`src/rtl/core/qeb_pkg.sv`:
```
// ----------------------------------------------------------------------------
// qeb_pkg
// shared types and constants of the quadrature encoder with button block
// ----------------------------------------------------------------------------
`timescale 1ns / 1ps
`default_nettype none

package qeb_pkg;

   localparam int TIME_BITS     = 32;
   localparam int CFG_BITS      = 16;
   localparam int RSP_POS_BITS  = 32;
   localparam int CSR_IDX_BITS  = 2;
   localparam int REQ_DATA_BITS = 40;
   localparam int RSP_DATA_BITS = 40;

   // register indexes of the configuration port
   typedef enum logic [CSR_IDX_BITS-1:0] {
      CSR_DEBOUNCE = 2'd0,
      CSR_IDLE     = 2'd1
   } qeb_csr_type;

   typedef enum logic [1:0] {
      DIR_NONE = 2'd0,
      DIR_CW   = 2'd1,
      DIR_CCW  = 2'd2
   } qeb_dir_type;

   typedef enum logic [1:0] {
      STEP_NONE = 2'd0,
      STEP_UP   = 2'd1,
      STEP_DOWN = 2'd2
   } qeb_step_type;

   // indexed by {old pair, new pair}, phase a as the high bit of a pair
   localparam qeb_step_type STEP_TABLE [0:15] = '{
      STEP_NONE, STEP_DOWN, STEP_UP,   STEP_NONE,
      STEP_UP,   STEP_NONE, STEP_NONE, STEP_DOWN,
      STEP_DOWN, STEP_NONE, STEP_NONE, STEP_UP,
      STEP_NONE, STEP_UP,   STEP_DOWN, STEP_NONE
   };

   typedef struct packed {
      logic                 phase_a;
      logic                 phase_b;
      logic                 switch_level;
      logic [TIME_BITS-1:0] now_ms;
      logic                 poll_press;
   } qeb_sample_type;

   typedef struct packed {
      logic [CFG_BITS-1:0] debounce_ms;
      logic [CFG_BITS-1:0] idle_ms;
   } qeb_cfg_type;

   typedef struct packed {
      logic signed [RSP_POS_BITS-1:0] position;
      qeb_dir_type                    direction;
      logic                           button_held;
      logic                           new_press;
   } qeb_result_type;

endpackage

`default_nettype wire

```
`src/rtl/core/qeb_core.sv`:
```
// ----------------------------------------------------------------------------
// qeb_core
// decoder state and single-pass update for one pin sample
// ----------------------------------------------------------------------------
`timescale 1ns / 1ps
`default_nettype none

module qeb_core
   import qeb_pkg::*;
#(
   parameter int POSITION_BITS = 32
) (
   input  wire logic           clock,
   input  wire logic           reset,
   input  wire logic           sample_valid,
   input  wire qeb_sample_type sample,
   input  wire qeb_cfg_type    cfg,
   output qeb_result_type      result
);

   logic [1:0]                      pair_ff, pair_in;
   logic signed [POSITION_BITS-1:0] count_ff, count_in;
   qeb_dir_type                     dir_ff, dir_in;
   logic [TIME_BITS-1:0]            last_time_ff, last_time_in;
   logic                            last_sw_ff, last_sw_in;
   logic                            held_ff, held_in;
   logic                            reported_ff, reported_in;

   logic [1:0]           pair_new;
   qeb_step_type         step;
   logic [TIME_BITS-1:0] gap;
   logic                 take_step;
   logic                 fresh;

   always_comb begin
      pair_new  = {sample.phase_a, sample.phase_b};
      step      = STEP_TABLE[{pair_ff, pair_new}];
      gap       = sample.now_ms - last_time_ff;
      take_step = (step != STEP_NONE) && (gap > TIME_BITS'(cfg.debounce_ms));

      pair_in      = pair_new;
      count_in     = count_ff;
      dir_in       = dir_ff;
      last_time_in = last_time_ff;
      if (take_step) begin
         last_time_in = sample.now_ms;
         if (step == STEP_UP) begin
            count_in = count_ff + POSITION_BITS'(1);
            dir_in   = DIR_CW;
         end else begin
            count_in = count_ff - POSITION_BITS'(1);
            dir_in   = DIR_CCW;
         end
      end else if (gap > TIME_BITS'(cfg.idle_ms)) begin
         // an accepted step leaves a zero gap, so only this branch can time out
         dir_in = DIR_NONE;
      end

      last_sw_in = last_sw_ff;
      held_in    = held_ff;
      if (sample.switch_level != last_sw_ff) begin
         last_sw_in = sample.switch_level;
         held_in    = !sample.switch_level;
      end

      fresh       = 1'b0;
      reported_in = reported_ff;
      if (sample.poll_press) begin
         fresh       = held_in && !reported_ff;
         reported_in = held_in;
      end

      result.position    = RSP_POS_BITS'(count_in);
      result.direction   = dir_in;
      result.button_held = held_in;
      result.new_press   = fresh;
   end

   always_ff @(posedge clock) begin
      if (reset) begin
         pair_ff      <= 2'b11;
         count_ff     <= '0;
         dir_ff       <= DIR_NONE;
         last_time_ff <= '0;
         last_sw_ff   <= 1'b1;
         held_ff      <= 1'b0;
         reported_ff  <= 1'b0;
      end else if (sample_valid) begin
         pair_ff      <= pair_in;
         count_ff     <= count_in;
         dir_ff       <= dir_in;
         last_time_ff <= last_time_in;
         last_sw_ff   <= last_sw_in;
         held_ff      <= held_in;
         reported_ff  <= reported_in;
      end
   end

endmodule

`default_nettype wire

```
`src/rtl/core/quadrature_encoder_with_button.sv`:
```
// ----------------------------------------------------------------------------
// quadrature_encoder_with_button
// rotary encoder decoder with debounced steps, idle timeout and push button
// ----------------------------------------------------------------------------
// Each req transaction carries one sample of the two encoder phases, the
// active-low switch and a millisecond timestamp, and yields exactly one rsp
// transaction with the updated position, direction, held flag and press edge.
// The block takes one transaction per clock while req_tready is high: the
// whole state update is one pass of logic (table lookup, one add, two
// compares) ahead of a result register that drives rsp_tvalid and rsp_tdata. A
// one-entry skid stage behind the result register lets one more transaction
// in while rsp_tready is low; req_tready drops only when that skid entry is
// also full. The configuration port is always ready and should be written
// between items; unknown register indexes are ignored. No clearing pass.
`timescale 1ns / 1ps
`default_nettype none

module quadrature_encoder_with_button
   import qeb_pkg::*;
#(
   parameter int POSITION_BITS = 32
) (
   input  wire logic                     clock,
   input  wire logic                     reset,
   // sample input
   input  wire logic                     req_tvalid,
   output logic                          req_tready,
   // phase_a[0], phase_b[1], switch_level[2], now_ms[34:3], poll_press[35], zero[39:36]
   input  wire logic [REQ_DATA_BITS-1:0] req_tdata,
   // result output
   output logic                          rsp_tvalid,
   input  wire logic                     rsp_tready,
   // position[31:0], direction[33:32], button_held[34], new_press[35], zero[39:36]
   output logic [RSP_DATA_BITS-1:0]      rsp_tdata,
   // configuration writes
   input  wire logic                     csr_valid,
   output logic                          csr_ready,
   input  wire logic [CSR_IDX_BITS-1:0]  csr_index,
   input  wire logic [CFG_BITS-1:0]      csr_data
);

   qeb_sample_type sample;
   qeb_cfg_type    cfg_ff, cfg_in;
   qeb_result_type result;
   logic           req_accept;

   // output register and skid entry
   logic           out_valid_ff, out_valid_in;
   qeb_result_type out_data_ff, out_data_in;
   logic           skid_valid_ff, skid_valid_in;
   qeb_result_type skid_data_ff, skid_data_in;

   // unpack the request fields
   assign sample.phase_a      = req_tdata[0];
   assign sample.phase_b      = req_tdata[1];
   assign sample.switch_level = req_tdata[2];
   assign sample.now_ms       = req_tdata[34:3];
   assign sample.poll_press   = req_tdata[35];

   assign req_tready = !skid_valid_ff;
   assign req_accept = req_tvalid && req_tready;

   // configuration registers
   assign csr_ready = 1'b1;

   always_comb begin
      cfg_in = cfg_ff;
      if (csr_valid) begin
         case (csr_index)
            CSR_DEBOUNCE: cfg_in.debounce_ms = csr_data;
            CSR_IDLE:     cfg_in.idle_ms     = csr_data;
            default:      cfg_in             = cfg_ff;
         endcase
      end
   end

   always_ff @(posedge clock) begin
      if (reset) begin
         cfg_ff.debounce_ms <= CFG_BITS'(2);
         cfg_ff.idle_ms     <= CFG_BITS'(40);
      end else begin
         cfg_ff <= cfg_in;
      end
   end

   // decoder state and update
   qeb_core #(
      .POSITION_BITS (POSITION_BITS)
   ) u_core (
      .clock        (clock),
      .reset        (reset),
      .sample_valid (req_accept),
      .sample       (sample),
      .cfg          (cfg_ff),
      .result       (result)
   );

   // result register with skid entry, order kept: skid drains first
   always_comb begin
      out_valid_in  = out_valid_ff;
      out_data_in   = out_data_ff;
      skid_valid_in = skid_valid_ff;
      skid_data_in  = skid_data_ff;
      if (!out_valid_ff || rsp_tready) begin
         if (skid_valid_ff) begin
            out_valid_in  = 1'b1;
            out_data_in   = skid_data_ff;
            skid_valid_in = 1'b0;
         end else begin
            out_valid_in = req_accept;
            out_data_in  = result;
         end
      end else if (req_accept) begin
         // output stalled, park the new transaction
         skid_valid_in = 1'b1;
         skid_data_in  = result;
      end
   end

   always_ff @(posedge clock) begin
      if (reset) begin
         out_valid_ff  <= 1'b0;
         skid_valid_ff <= 1'b0;
      end else begin
         out_valid_ff  <= out_valid_in;
         skid_valid_ff <= skid_valid_in;
      end
   end

   always_ff @(posedge clock) begin
      out_data_ff  <= out_data_in;
      skid_data_ff <= skid_data_in;
   end

   // pack the response fields
   assign rsp_tvalid        = out_valid_ff;
   assign rsp_tdata[31:0]   = out_data_ff.position;
   assign rsp_tdata[33:32]  = out_data_ff.direction;
   assign rsp_tdata[34]     = out_data_ff.button_held;
   assign rsp_tdata[35]     = out_data_ff.new_press;
   assign rsp_tdata[39:36]  = 4'd0;

endmodule

`default_nettype wire

```
`config.mk`:
```
export PLATFORM = sky130hd
export DESIGN_NAME = quadrature_encoder_with_button
export DESIGN_NICKNAME = d
export VERILOG_FILES = /design/src/rtl/core/qeb_pkg.sv /design/src/rtl/core/qeb_core.sv /design/src/rtl/core/quadrature_encoder_with_button.sv
export SDC_FILE = /design/constraint.sdc
export NUM_CORES = 1
export LEC_CHECK = 0
export BUFFER_PORTS_ARGS = -buffer_cell sky130_fd_sc_hd__buf_2
export CORE_MARGIN = 4
export CORE_UTILIZATION = 61
export DETAILED_ROUTE_END_ITERATION = 16
export HOLD_SLACK_MARGIN = 0.03
export PLACE_DENSITY_LB_ADDON = 0.12
export SLEW_MARGIN = 30
export SYNTH_ARGS = -nofsm -noshare
export SYNTH_HDL_FRONTEND = slang
export SYNTH_HIERARCHICAL = 1
export SYNTH_SLANG_ARGS = --single-unit
```
`constraint.sdc`:
```
create_clock -name clock -period 5.6 [get_ports clock]
set_input_delay 0.84 -clock clock [delete_from_list [all_inputs] [get_ports clock]]
set_output_delay 0.84 -clock clock [all_outputs]
set_load 0.02 [all_outputs]
```
Yosys cells after proc, flatten, opt, wreduce, memory -nomap -nowiden
Memory sizes are Yosys's and may differ from the RTL's.
Cells that the tools add are included.
{ "totals": {"latchBits": 0, "out_inout_bits": 43, "rom_bits": 32, "reg_bits": 177, "n_memories": 1, "ramBits": 0, "inputBits": 63} }
{ "classes": {"div": 0, "shifts": 0, "n_eq_ne": 3, "bitwise_logic": 2, "n_reduce_logical": 17, "multipliers": 0, "muxes": 11, "addsub": 3, "magnitude_cmp": 3} }
{ "memory_table": {"columns": ["memory", "words", "width", "rd", "rd_clocked_by_memory_dff", "wr", "line", "rtl"], "rows": [
  ["(no name shown)", 16, 2, 1, 0, 0, "qeb_core.sv:37", "step = STEP_TABLE[{pair_ff, pair_new}];"]
]} }
{ "op_table": {"columns": ["op", "count"], "rows": [
  ["$gt 32x16->1", 2],
  ["$mux 32", 2],
  ["$mux 36", 1],
  ["$add 32x2->32 const B", 1],
  ["$sub 32x2->32 const B", 1],
  ["$sub 32x32->32", 1],
  ["$reduce_and 2->1", 6],
  ["$mux 2", 5],
  ["$ge 5x5->1 const B", 1],
  ["$not 4->5", 1],
  ["$eq 2x1->1 const B", 2],
  ["$logic_not 1->1", 4],
  ["$logic_and 1x1->1", 3],
  ["$mux 1", 3],
  ["$logic_not 2->1", 1],
  ["$reduce_bool 2->1", 1],
  ["$reduce_or 2->1", 1],
  ["$logic_or 1x1->1", 1],
  ["$ne 1x1->1", 1],
  ["$not 1->1", 1]
]} }

Depth between registers and ports, before layout
{ "depth": {"depth_word": 8, "ltp_mapped": 23} }

By module
Netlist, hierarchy kept.
{ "by_module_without_submodules": {"columns": ["module", "cells_per_inst", "instances", "area_each_um2", "seq_area_each_um2"], "rows": [
  ["qeb_core", 972, 1, 7627.3, 1421.4],
  ["quadrature_encoder_with_button", 255, 1, 4068.9, 2842.7]
]} }

Worst setup path before layout
No wires, ideal clock.
{ "synth_timing": {"path_type": "input -> register", "startpoint": "in rsp_tready", "endpoint": "reg skid_data_ff[0] in the netlist's numbering, enable pin", "t_required_ns": 5.119, "stages": 2, "path_slack_ns": 0.591, "arrival_time_ns": 4.527, "setup_ns": 0.481, "cell_sequence": "nand2b_1 -> nor3b_1"} }
{ "synth_via": {"elab_chain_cells": 3} }
{ "synth_lines": {"columns": ["item", "line", "rtl"], "rows": [
  ["from (decl)", "quadrature_encoder_with_button.sv:32", "input wire logic rsp_tready,"],
  ["$logic_or 1x1->1", "quadrature_encoder_with_button.sv:104", "if (!out_valid_ff || rsp_tready) begin"],
  ["$not 1->1 (no source line)", null, null],
  ["$reduce_and 2->1 (no source line)", null, null],
  ["to (signal assigned)", "quadrature_encoder_with_button.sv:132", "skid_data_ff <= skid_data_in;"],
  ["to (decl)", "quadrature_encoder_with_button.sv:51", "qeb_result_type skid_data_ff, skid_data_in;"]
]} }
No other way between the ends.
A chain may end at the register's enable or synchronous reset.

==> summary.txt <==
Hold path
  – Class of the worst hold path: flop to flop
  – Hold wc startpoint: u_core/reported_ff
  – Depth of the worst hold-timing path: 2
  – Sink of the worst hold path: u_core/reported_ff

Setup path
  – Kind of critical path: input pin to flop
  – Peak fanout along the critical path: 31
  – Startpoint type of the worst setup path: input pin
  – Critical path arrival: 5.18 ns
  – R2r startpoint: u_core/last_time_ff[1]
  – Critical Path, Cell by Cell: buf_2 > inv_1 > ha_1 > fa_1 > nand2b_1 > a21oi_1 > o21ai_0 > o21ba_2 > xnor2_1 > ha_1 > a21o_1 > a21o_1 > a21o_1 > a21oi_1 > o21ai_0 > nor2_1 > a211o_1 > nand2b_4 > nand2_1 > buf_12 > mux2_1 > mux2_2
  – Delay of the slowest critical-path stage: 0.40 ns
  – Slowest cell on the critical path: sky130_fd_sc_hd__fa_1
  – Required time of the critical path: 5.78 ns
  – R2R setup slack: 0.78 ns
  – Worst R2R Path Depth: 23
  – Cell type with the highest occurrence count on the critical path: sky130_fd_sc_hd__a21o_1
  – Kind of capture point of the worst setup path: flop
  – Reg-to-Reg End: rsp_tdata[21]

Place
  – Number of buffers inserted by port buffering: 96
  – Final GP Congestion: 0.996
  – Half-perimeter wire length after placement: 18200 µm

Synth
  – Post-synth top area cell: sky130_fd_sc_hd__edfxtp_1
  – Most frequent cells after synthesis: sky130_fd_sc_hd__nor2_1 (131), sky130_fd_sc_hd__dfxtp_1 (105), sky130_fd_sc_hd__mux2i_1 (98), sky130_fd_sc_hd__ha_1 (93), sky130_fd_sc_hd__inv_1 (77)
  – Synthesized instance count: 1227
  – Most instantiated library cell after synthesis: sky130_fd_sc_hd__nor2_1
  – Leading cell types by total area after synthesis: sky130_fd_sc_hd__edfxtp_1 (18%), sky130_fd_sc_hd__dfxtp_1 (18%), sky130_fd_sc_hd__ha_1 (9.9%), sky130_fd_sc_hd__mux2i_1 (8.4%), sky130_fd_sc_hd__mux2_2 (5.3%)
  – Portion of synthesized cell area occupied by the leading cell type: 0.185
  – Xor and xnor area share after synthesis: 0.0374
  – Average footprint of a synthesized cell: 9.53 µm²
  – Number of synthesized register bits: 177
  – Adder-cell share of the synthesized area: 0.104
  – Number of enable-type register cells in the synthesized netlist: 72
  – Cell variety after synth: 75
  – Mapped cell area: 11700 µm²
  – Yosys Warn Count: 6
  – Proportion of register bits with asynchronous set or reset after synthesis: 0
  – Multiplexer share of the synthesized area: 0.147
  – Sequential share of the synthesized area: 0.365
  – Primary FF master, synth: sky130_fd_sc_hd__dfxtp_1
  – Complex-gate fraction of the synthesized area: 0.147
  – Post-Synth Simple-Gate Area: 0.147
  – Dominant combinational cell family by area after synthesis: multiplexers

Routing
  – Routed len/inst: 16.3 µm
  – Total detailed-routing wirelength: 25300 µm
  – 1st-pass router iterations: 5
  – Routed Antenna Nets: 0
  – Post-detailed-route via-to-cell ratio: 5.88
  – Number of remaining DRC errors: 0
  – Vias after detailed routing: 9149
  – Drt initial violations: 545

GRT
  – First-pass GRT wire length: 42500 µm
  – Remaining global-route overflow: 0
  – Global-route usage over all layers: 0.235
  – Antenna violations before repair: 2
  – Maximum number of pins on one net before global-route repair: 68
  – Number of global-route vias before repair: 8876

Clock network
  – Worst-case clock buffer depth: 2
  – Clock network latency to the later pin of the worst-skew pair: 0.43 ns
  – # hold bufs at CTS: 0
  – Number of resized instances in the post-cts repair step: 0
  – Cts bufs inserted: 17
  – Buffer count from post-CTS setup fixing: 0
  – Clock transition at the register clock pins on the worst setup and hold paths after CTS: 0.07 ns
  – CTS H-tree depth: 4
  – Clock tree root buffer cell: sky130_fd_sc_hd__clkbuf_16
  – Clock tree from TritonCTS: built
  – Clock sinks: 177

Timing
  – Endpoints failing hold: 0
  – Count of pins over their slew limit: 0
  – Setup TNS Final: 0 ns
  – Final-report setup violation count: 0
  – RSZ-0062 raised after global routing: no
  – Share of the clock period used by the worst path after layout: 0.893
  – Top achievable clock speed: 200 MHz
  – Setup skew after layout: 0.0122 ns
  – Final critical delay including setup and external delays: 5.00 ns
  – Worst-Margin Slew: 0.647 ns
  – Relative slew margins: 0.564

Power and ir drop
  – Maximum vdd drop: 0.262 mV
  – Gate power share: 0.435
  – Switching power as a share of total power: 0.359
  – Power density over the cells: 404 nW/µm²
  – Switching Power: 0.00188 W
  – Portion of total power attributed to the clock network: 0.232
  – Power Total: 0.00523 W
  – Leakage Power: 5.33 nW
  – Share of total power in sequential cells: 0.333
  – Internal portion of total power: 0.00336 W

Floorplanning
  – Rows: 50
  – Area of the placeable core: 18800 µm²
  – Number of top-level pins: 106
  – Height of the die: 146 µm
  – Starting density of the core: 0.623
  – Overall die area: 21500 µm²
  – DIE WIDTH: 146 µm

Final layout
  – Share of post-route cells with drive strength above 1: 0.161
  – # nets final: 1466
  – Layout overhead on the synthesized area: 10.7%
  – Filler instances: 1552
  – Post-layout util: 0.690

Outcome
  – Outcome: finished, final reports clean

Run
  – Max Cap Viol: 0
-- area by class of cell --
cell class              count  area, µm²  share of cell area
well taps                 234        293              0.0226
multi-input cells         923       6850               0.529
clock buffers              21        440              0.0340
flip-flops and latches    177       4270               0.329
repair buffers            112        653              0.0504
inverters                  77        289              0.0223
diodes                      1       2.50            0.000193
clock inverters            11        154              0.0119
-- worst max-delay path: cells and delay by family --
family | cells | cell delay, ns
mux | 2 | 0.64
fa+ha+maj | 3 | 0.91
xor+xnor | 1 | 0.22
simple gates | 4 | 0.55
compound gates | 9 | 1.63
buf+inv | 3 | 0.36
-- through the flow --
stage	hold WS (ns)	area [µm²]	cells	setup slack, ns
2_1_floorplan	0.432	11700	1230	0.591
3_3_place_gp	0.439	12300	1523	0.259
3_5_place_dp	0.447	12400	1523	0.196
4_1_cts	0.456	12900	1555	0.606
5_1_grt	0.490	12900	1556	0.297
6_report	0.451	12900	1556	0.596
-- per-layer routing --
metal | vias up | track usage | routed length (µm)
met5 | - | 0 | 7
met4 | 2 | 0.0616 | 398
met3 | 39 | 0.0388 | 969
met2 | 217 | 0.414 | 12400
met1 | 4305 | 0.301 | 11500
li1 | 4586 | - | -
-- flip-flops by register name, summed over array words and instances, names as in the netlist --
register	flops
cfg_ff	32
rsp_tdata	36
rsp_tvalid	1
skid_data_ff	36
skid_valid_ff	1
u_core/count_ff	32
u_core/dir_ff	2
u_core/held_ff	1
u_core/last_sw_ff	1
u_core/last_time_ff	32
u_core/pair_ff	2
u_core/reported_ff	1
-- cells by family (layout without fill, tap and decap cells) --
logic type | after synthesis | count (layout)
xor gates and xnor gates | 50 | 50
buffers and inverters | 130 | 221
and+or+nand+nor | 350 | 350
adders and majority gates | 96 | 96
other | 2 | 6
AOI/OAI and AO/OA | 258 | 258
muxes | 164 | 164
DFF | 177 | 177
-- power by group through the flow --
| stage | sequential (W) | combinational (W) | clock (W) |
|---|---|---|---|
| CTS | 0.00174 | 0.00226 | 0.00124 |
| finish | 0.00174 | 0.00227 | 0.00122 |
| detailed placement | 0.00177 | 0.00223 | 0 |
| floorplan | 0.00191 | 0.00159 | 0 |
| global route | 0.00176 | 0.00251 | 0.00130 |
| global placement | 0.00177 | 0.00218 | 0 |
-- how the worst max path moves through the flow --
stage                  from               to  slack [ns]
2_1_floorplan    rsp_tready  skid_data_ff[0]        0.59
3_3_place_gp   req_tdata[3]    rsp_tdata[29]        0.26
3_5_place_dp   req_tdata[3]    rsp_tdata[21]        0.20
4_1_cts        req_tdata[3]    rsp_tdata[21]        0.61
5_1_grt        req_tdata[3]     rsp_tdata[8]        0.30
6_report       req_tdata[3]    rsp_tdata[21]        0.60
-- layout by cell type, fill, tap and decap left out, types with 5 or more instances in the layout --
| cell type | netlist | routed |
|---|---|---|
| sky130_fd_sc_hd__a211o_1 | 6 | 6 |
| sky130_fd_sc_hd__a211oi_1 | 13 | 13 |
| sky130_fd_sc_hd__a21o_1 | 28 | 28 |
| sky130_fd_sc_hd__a21oi_1 | 71 | 71 |
| sky130_fd_sc_hd__a311o_1 | 5 | 5 |
| sky130_fd_sc_hd__a31oi_1 | 7 | 7 |
| sky130_fd_sc_hd__and3_1 | 11 | 11 |
| sky130_fd_sc_hd__buf_2 | 8 | 95 |
| sky130_fd_sc_hd__buf_4 | 10 | 13 |
| sky130_fd_sc_hd__clkbuf_16 | 0 | 17 |
| sky130_fd_sc_hd__conb_1 | 2 | 5 |
| sky130_fd_sc_hd__dfxtp_1 | 105 | 104 |
| sky130_fd_sc_hd__edfxtp_1 | 72 | 72 |
| sky130_fd_sc_hd__ha_1 | 93 | 93 |
| sky130_fd_sc_hd__inv_1 | 77 | 77 |
| sky130_fd_sc_hd__mux2_1 | 11 | 11 |
| sky130_fd_sc_hd__mux2_2 | 55 | 55 |
| sky130_fd_sc_hd__mux2i_1 | 98 | 98 |
| sky130_fd_sc_hd__nand2_1 | 60 | 60 |
| sky130_fd_sc_hd__nand2b_1 | 56 | 55 |
| sky130_fd_sc_hd__nand3_1 | 18 | 18 |
| sky130_fd_sc_hd__nand4_1 | 19 | 19 |
| sky130_fd_sc_hd__nor2_1 | 131 | 131 |
| sky130_fd_sc_hd__nor2b_1 | 10 | 10 |
| sky130_fd_sc_hd__nor3_1 | 14 | 14 |
| sky130_fd_sc_hd__o211ai_1 | 6 | 6 |
| sky130_fd_sc_hd__o21a_1 | 19 | 19 |
| sky130_fd_sc_hd__o21ai_0 | 49 | 49 |
| sky130_fd_sc_hd__o22ai_1 | 5 | 5 |
| sky130_fd_sc_hd__or3_1 | 7 | 7 |
| sky130_fd_sc_hd__xnor2_1 | 38 | 38 |
| sky130_fd_sc_hd__xor2_1 | 12 | 12 |
No activity file was read; power rests on OpenSTA's default activity.
